## src/hw/rtl/cdll_ram.sv

```systemverilog
// Generic single-write, single-read RAM with registered read data.
// No dependencies.
module cdll_ram #(
   parameter int WIDTH = 8,
   parameter int DEPTH = 256
) (
   input  logic                     clock,
   input  logic                     wr_en,
   input  logic [$clog2(DEPTH)-1:0] wr_addr,
   input  logic [WIDTH-1:0]         wr_data,
   input  logic [$clog2(DEPTH)-1:0] rd_addr,
   output logic [WIDTH-1:0]         rd_data
);

   logic [WIDTH-1:0] mem_ff [DEPTH];
   logic [WIDTH-1:0] rd_data_ff;

   always_ff @(posedge clock) begin
      if (wr_en) begin
         mem_ff[wr_addr] <= wr_data;
      end
      rd_data_ff <= mem_ff[rd_addr];
   end

   assign rd_data = rd_data_ff;

endmodule

```

## config.mk

```make
export PLATFORM = sky130hd
export DESIGN_NAME = cdll_ram
export DESIGN_NICKNAME = d
export VERILOG_FILES = /design/src/hw/rtl/cdll_ram.sv
export SDC_FILE = /design/constraint.sdc
export NUM_CORES = 2
export LEC_CHECK = 0
export ABC_AREA = 1
export ABC_CLOCK_PERIOD_IN_PS = 3700
export BUFFER_PORTS_ARGS = -buffer_cell sky130_fd_sc_hd__buf_2
export CORE_MARGIN = 2
export CORE_UTILIZATION = 45
export CTS_BUF_LIST = sky130_fd_sc_hd__clkbuf_8
export DETAILED_ROUTE_END_ITERATION = 8
export SLEW_MARGIN = 20
export SYNTH_ARGS = -nofsm -noshare
export SYNTH_HDL_FRONTEND = slang
export SYNTH_SLANG_ARGS = --single-unit
```

## constraint.sdc

```tcl
create_clock -name clock -period 3.7 [get_ports clock]
set_clock_uncertainty 0.1 [all_clocks]
set_input_delay 0.74 -clock clock [delete_from_list [all_inputs] [get_ports clock]]
set_output_delay 0.74 -clock clock [all_outputs]
set_load 0.03 [all_outputs]
```

Word level (Yosys, flattened, before mapping)
Memories as Yosys holds them, arrays and structs flattened. A register that Yosys moved wholly into a read port is not among the register bits. Cells that the tools add are included.

Muxes and demuxes: 2.

Operator list (count): 2-to-1 mux 1 bit (2).

Input port bits: 26. RAM bits: 2048. Memories: 1. Logic and storage cells: 3. Bits in registers: 0. Output and inout port bits: 8.

Memory list: mem_ff (words 256, width 8, rd ports 1, clocked after Yosys merged registers in 1, wr ports 1, line 15) `logic [WIDTH-1:0] mem_ff [DEPTH];`.

Depth between registers and ports, before layout
Word-level depth: 2. Mapped depth: 15. Depth with buffers taken out: 11.

Worst setup path before layout
Ideal clock, no wire load.

Path kind: input port to flip-flop. Start: input wr_en. End: memory mem_ff[162][0], enable pin. Slack: 1.369 ns. Stages on the path: 4. Path buffers: 2. Library setup time: 0.370 ns. Required time: 3.230 ns. Arrival time: 1.861 ns. Cell sequence: clkbuf_1 -> nand3_1 -> clkbuf_1 -> nor2_1.

Cells in the longest elaborated chain, start to end: 2.

RTL lines: start: declaration (line 8) `input logic wr_en,`; 2-to-1 mux 1 bit (line 19) `if (wr_en) begin`; 2-to-1 mux 1 bit (implied by the code) (line 20) `mem_ff[wr_addr] <= wr_data;`; end: declaration (line 15).

No other way between the ends.

Worst setup path after layout
Start: register rd_data_ff[5] (netlist: rd_data[5]), read port of mem_ff. End: output rd_data[5].

RTL lines: start: declaration (line 16) `logic [WIDTH-1:0] rd_data_ff;`; end: declaration (line 12) `output logic [WIDTH-1:0] rd_data`.

No word-level cell between the ends.

==> flow_summary_export.csv <==
group,metric,value,unit
outcome,status,"completed",
route,dr.pass1.iters,6,
grt,grt_overflow,0,
min_path,hold_path.class,"primary input to flip-flop",
sta,fin_crit_sh,75.3,%
route,wirelength,239,mm
sta,rsz0062_at_grt,"false",
synth,post_synth_instance_area,83400,µm²
final_layout,fin_area,94200,µm²
power_and_ir_drop,ir_worst_vdd,0.418,mV
route,dr_wl_met2,114,mm
synth,yosysUniqueCellTypes,14,
synth,synth_seq_cells,2056,
worst_setup_path,crit_chain,"buf_2",
final_layout,syn_to_final_growth,12.9,%
worst_setup_path,worst_path_max_delay_cell,"dfxtp_1",
floorplanning,boundaryPins,34,
worst_setup_path,crit_fanout,1,
placement,dp_hpwl,142,mm
floorplanning,fp.coreArea,185000,µm²
route,wire_per_inst,23.8,µm
worst_setup_path,crit_path_end_kind,"output port",
floorplanning,fp.dieW,434,µm
synth,synth_cells,7003,
run,cap_violations,0,
power_and_ir_drop,pwr_density_cell,497,nW/µm²
final_layout,final.fill_count,15900,
synth,synth.area.top_cells,"edfxtp_1 (74%), nand3_1 (12%), nand2_1 (9.6%), buf_2 (1.6%), nor2_1 (1.3%)",
grt,groute.usage.overall,25.3,%
floorplanning,fp.dieH,434,µm
worst_setup_path,path_delay_family,"flip-flops",
placement,gp_congestion,0.906,
sta,setup_tns,0,ns
sta,hold_violations,0,
clocking,clockRootBuffer,"clkbuf_8",
power_and_ir_drop,sw_frac_of_total,24.0,%
grt,grt_pass1_vias,54300,
worst_setup_path,critPathMaxStageDelay,0.59,ns
floorplanning,start_util,45.1,%
worst_setup_path,cp-start-kind,"flip-flop",
power_and_ir_drop,combPwrFrac,6.6,%
clocking,cts_resized,0,
route,dr_wl_met3,19.8,mm
worst_setup_path,worst-path-buf-inv,1,
synth,synth_top_area_share,73.7,%
sta,slew_headroom,30.3,%
power_and_ir_drop,internal_power,35.6,mW
sta,slew_violations,0,
sta,min_period,2.78,ns
power_and_ir_drop,clkPwrFrac,38.5,%
sta,finalSetupViolations,0,
clocking,cts.clk_slew.worst_paths,0.06,ns
sta,worst_slew_pin_slew,1.04,ns
synth,syn_nets,7029,
power_and_ir_drop,cellLeakagePower,33.5,nW
synth,ys_warn_count,0,
power_and_ir_drop,seq_power_share,54.9,%
sta,fmax,359,MHz
clocking,cts_buffers,347,
synth,yosysSeqAreaShare,73.9,%
route,drc,0,
route,highest_layer,"met5",
worst_setup_path,crit_arrival,1.94,ns
grt,grt_max_degree,146,
route,met1_length,96.7,mm
placement,postPlaceCellArea,88100,µm²
synth,syn_avg_cell_area,11.9,µm²
clocking,ctsHtreeMaxLevel,5,
clocking,clkLatencyLatePin,1.06,ns
floorplanning,dieArea,189000,µm²
final_layout,final_nets,7322,
clocking,clock_sinks,2056,
placement,io_buffers,33,
worst_setup_path,crit_type,"flip-flop to output port",
synth,synth_top_area_cell,"edfxtp_1",
grt,grt_antenna_before_repair,7,
worst_setup_path,required,2.86,ns
clocking,cts_tree,"done",
clocking,clock_path_buffers,4,
route,ant_nets,0,
floorplanning,row_count,158,
final_layout,drive_gt1_share,11.1,%
grt,grt_pass1_wl,354,mm
route,via_per_inst,5.58,
route,route.vias.total,56000,
sta,worst_hold_slack,0.0536,ns
route,drtIter0Drc,6546,
final_layout,fin_cells,10000,
placement,dpl.cell_count,9425,
power_and_ir_drop,switching_power,11.2,mW
==> flip-flops by register name, summed over array words and instances (netlist names) <==
register	count
rd_data	8
mem_ff	2048
==> layout make-up <==
cell class / instances / area, µm² / area share (%)
inverter: 39 / 180 / 0.191
multi-input combinational: 4425 / 19200 / 20.3
clock buffer: 358 / 4930 / 5.23
clock inverter: 239 / 1040 / 1.11
sequential: 2056 / 61700 / 65.5
antenna: 8 / 20.0 / 0.0213
timing repair buffer: 427 / 4070 / 4.32
tap: 2480 / 3100 / 3.30
==> synthesized netlist by cell type <==
cell type and count:
inv_1 36, dfxtp_1 8, edfxtp_1 2048, inv_4 1
inv_2 2, nand2_1 2123, nand3_1 2019, buf_2 268
buf_8 1, buf_6 16, clkbuf_1 112, nor2_1 283
buf_1 40, buf_4 46
==> logic make-up (layout without fill, tap and decap cells) <==
group / count (synthesis) / after routing / synth area share [%]
buffers and inverters: 522 / 1063 / 3.12
other: 0 / 8 / 0
flip-flops: 2056 / 2056 / 73.9
AND/OR/NAND/NOR: 4425 / 4425 / 22.9
==> stage by stage <==
| stage | setup WS [ns] | utilization (%) | power, mW |
|---|---|---|---|
| detailed placement | 0.00161 | 47.7 | 29.3 |
| global placement | 0.00486 | 47.7 | 29.3 |
| CTS | 0.788 | 50.9 | 47.1 |
| global route | 0.817 | 50.9 | 48.3 |
| finish | 0.915 | 50.9 | 46.8 |
| floorplan | 1.37 | - | 27.8 |
==> path summary, 6_finish.rpt <==
kind	start	end	slack [ns]	cells after the start
max reg2reg	mem_ff[45][2]	rd_data[2]	1.47	10
min reg2reg	mem_ff[24][0]	rd_data[0]	0.88	10
max	rd_data[5]	rd_data[5]	0.92	1
min	wr_data[1]	mem_ff[111][1]	0.05	1
==> worst register-to-register path: cells and delay by family (launching register included) <==
kind             cells  cell delay [ns]
AND/OR/NAND/NOR     10             1.67
flip-flops           1             0.35
==> layer usage <==
| metal | vias to the layer above | track usage [%] |
|---|---|---|
| met3 | 444 | 5.25 |
| met4 | 2 | 9.88 |
| met5 | - | 0 |
| li1 | 25500 | - |
| met1 | 27500 | 34.1 |
| met2 | 2547 | 40.2 |
==> layout by cell type, fill, tap and decap left out <==
| cell type | instances |
|---|---|
| clkinv_2 | 28 |
| diode_2 | 8 |
| buf_2 | 21 |
| inv_1 | 151 |
| dfxtp_1 | 8 |
| clkinvlp_4 | 4 |
| nand3_1 | 2019 |
| clkinv_1 | 84 |
| buf_4 | 327 |
| nor2_1 | 283 |
| inv_8 | 2 |
| nand2_1 | 2113 |
| buf_8 | 11 |
| nand2_2 | 10 |
| clkbuf_8 | 358 |
| inv_16 | 1 |
| inv_2 | 1 |
| bufinv_16 | 3 |
| edfxtp_1 | 2048 |
| dlygate4sd3_1 | 2 |
| buf_12 | 66 |
| inv_4 | 1 |
| inv_6 | 3 |
==> power groups by stage <==
| stage | combinational (mW) | sequential (mW) | clock, mW |
|---|---|---|---|
| after floorplan | 1.58 | 26.2 | 0 |
| after global placement | 3.05 | 26.2 | 0 |
| after detailed placement | 3.07 | 26.2 | 0 |
| after CTS | 3.08 | 25.7 | 18.3 |
| after global routing | 3.33 | 25.7 | 19.3 |
| final | 3.10 | 25.7 | 18.0 |
==> timing repair <==
action                     CTS  global route
setup buffers                0             0
hold endpoints to repair    22             0
setup endpoints to repair    0             0
hold buffers                 2             0
No activity file was read; power rests on OpenSTA's default activity.
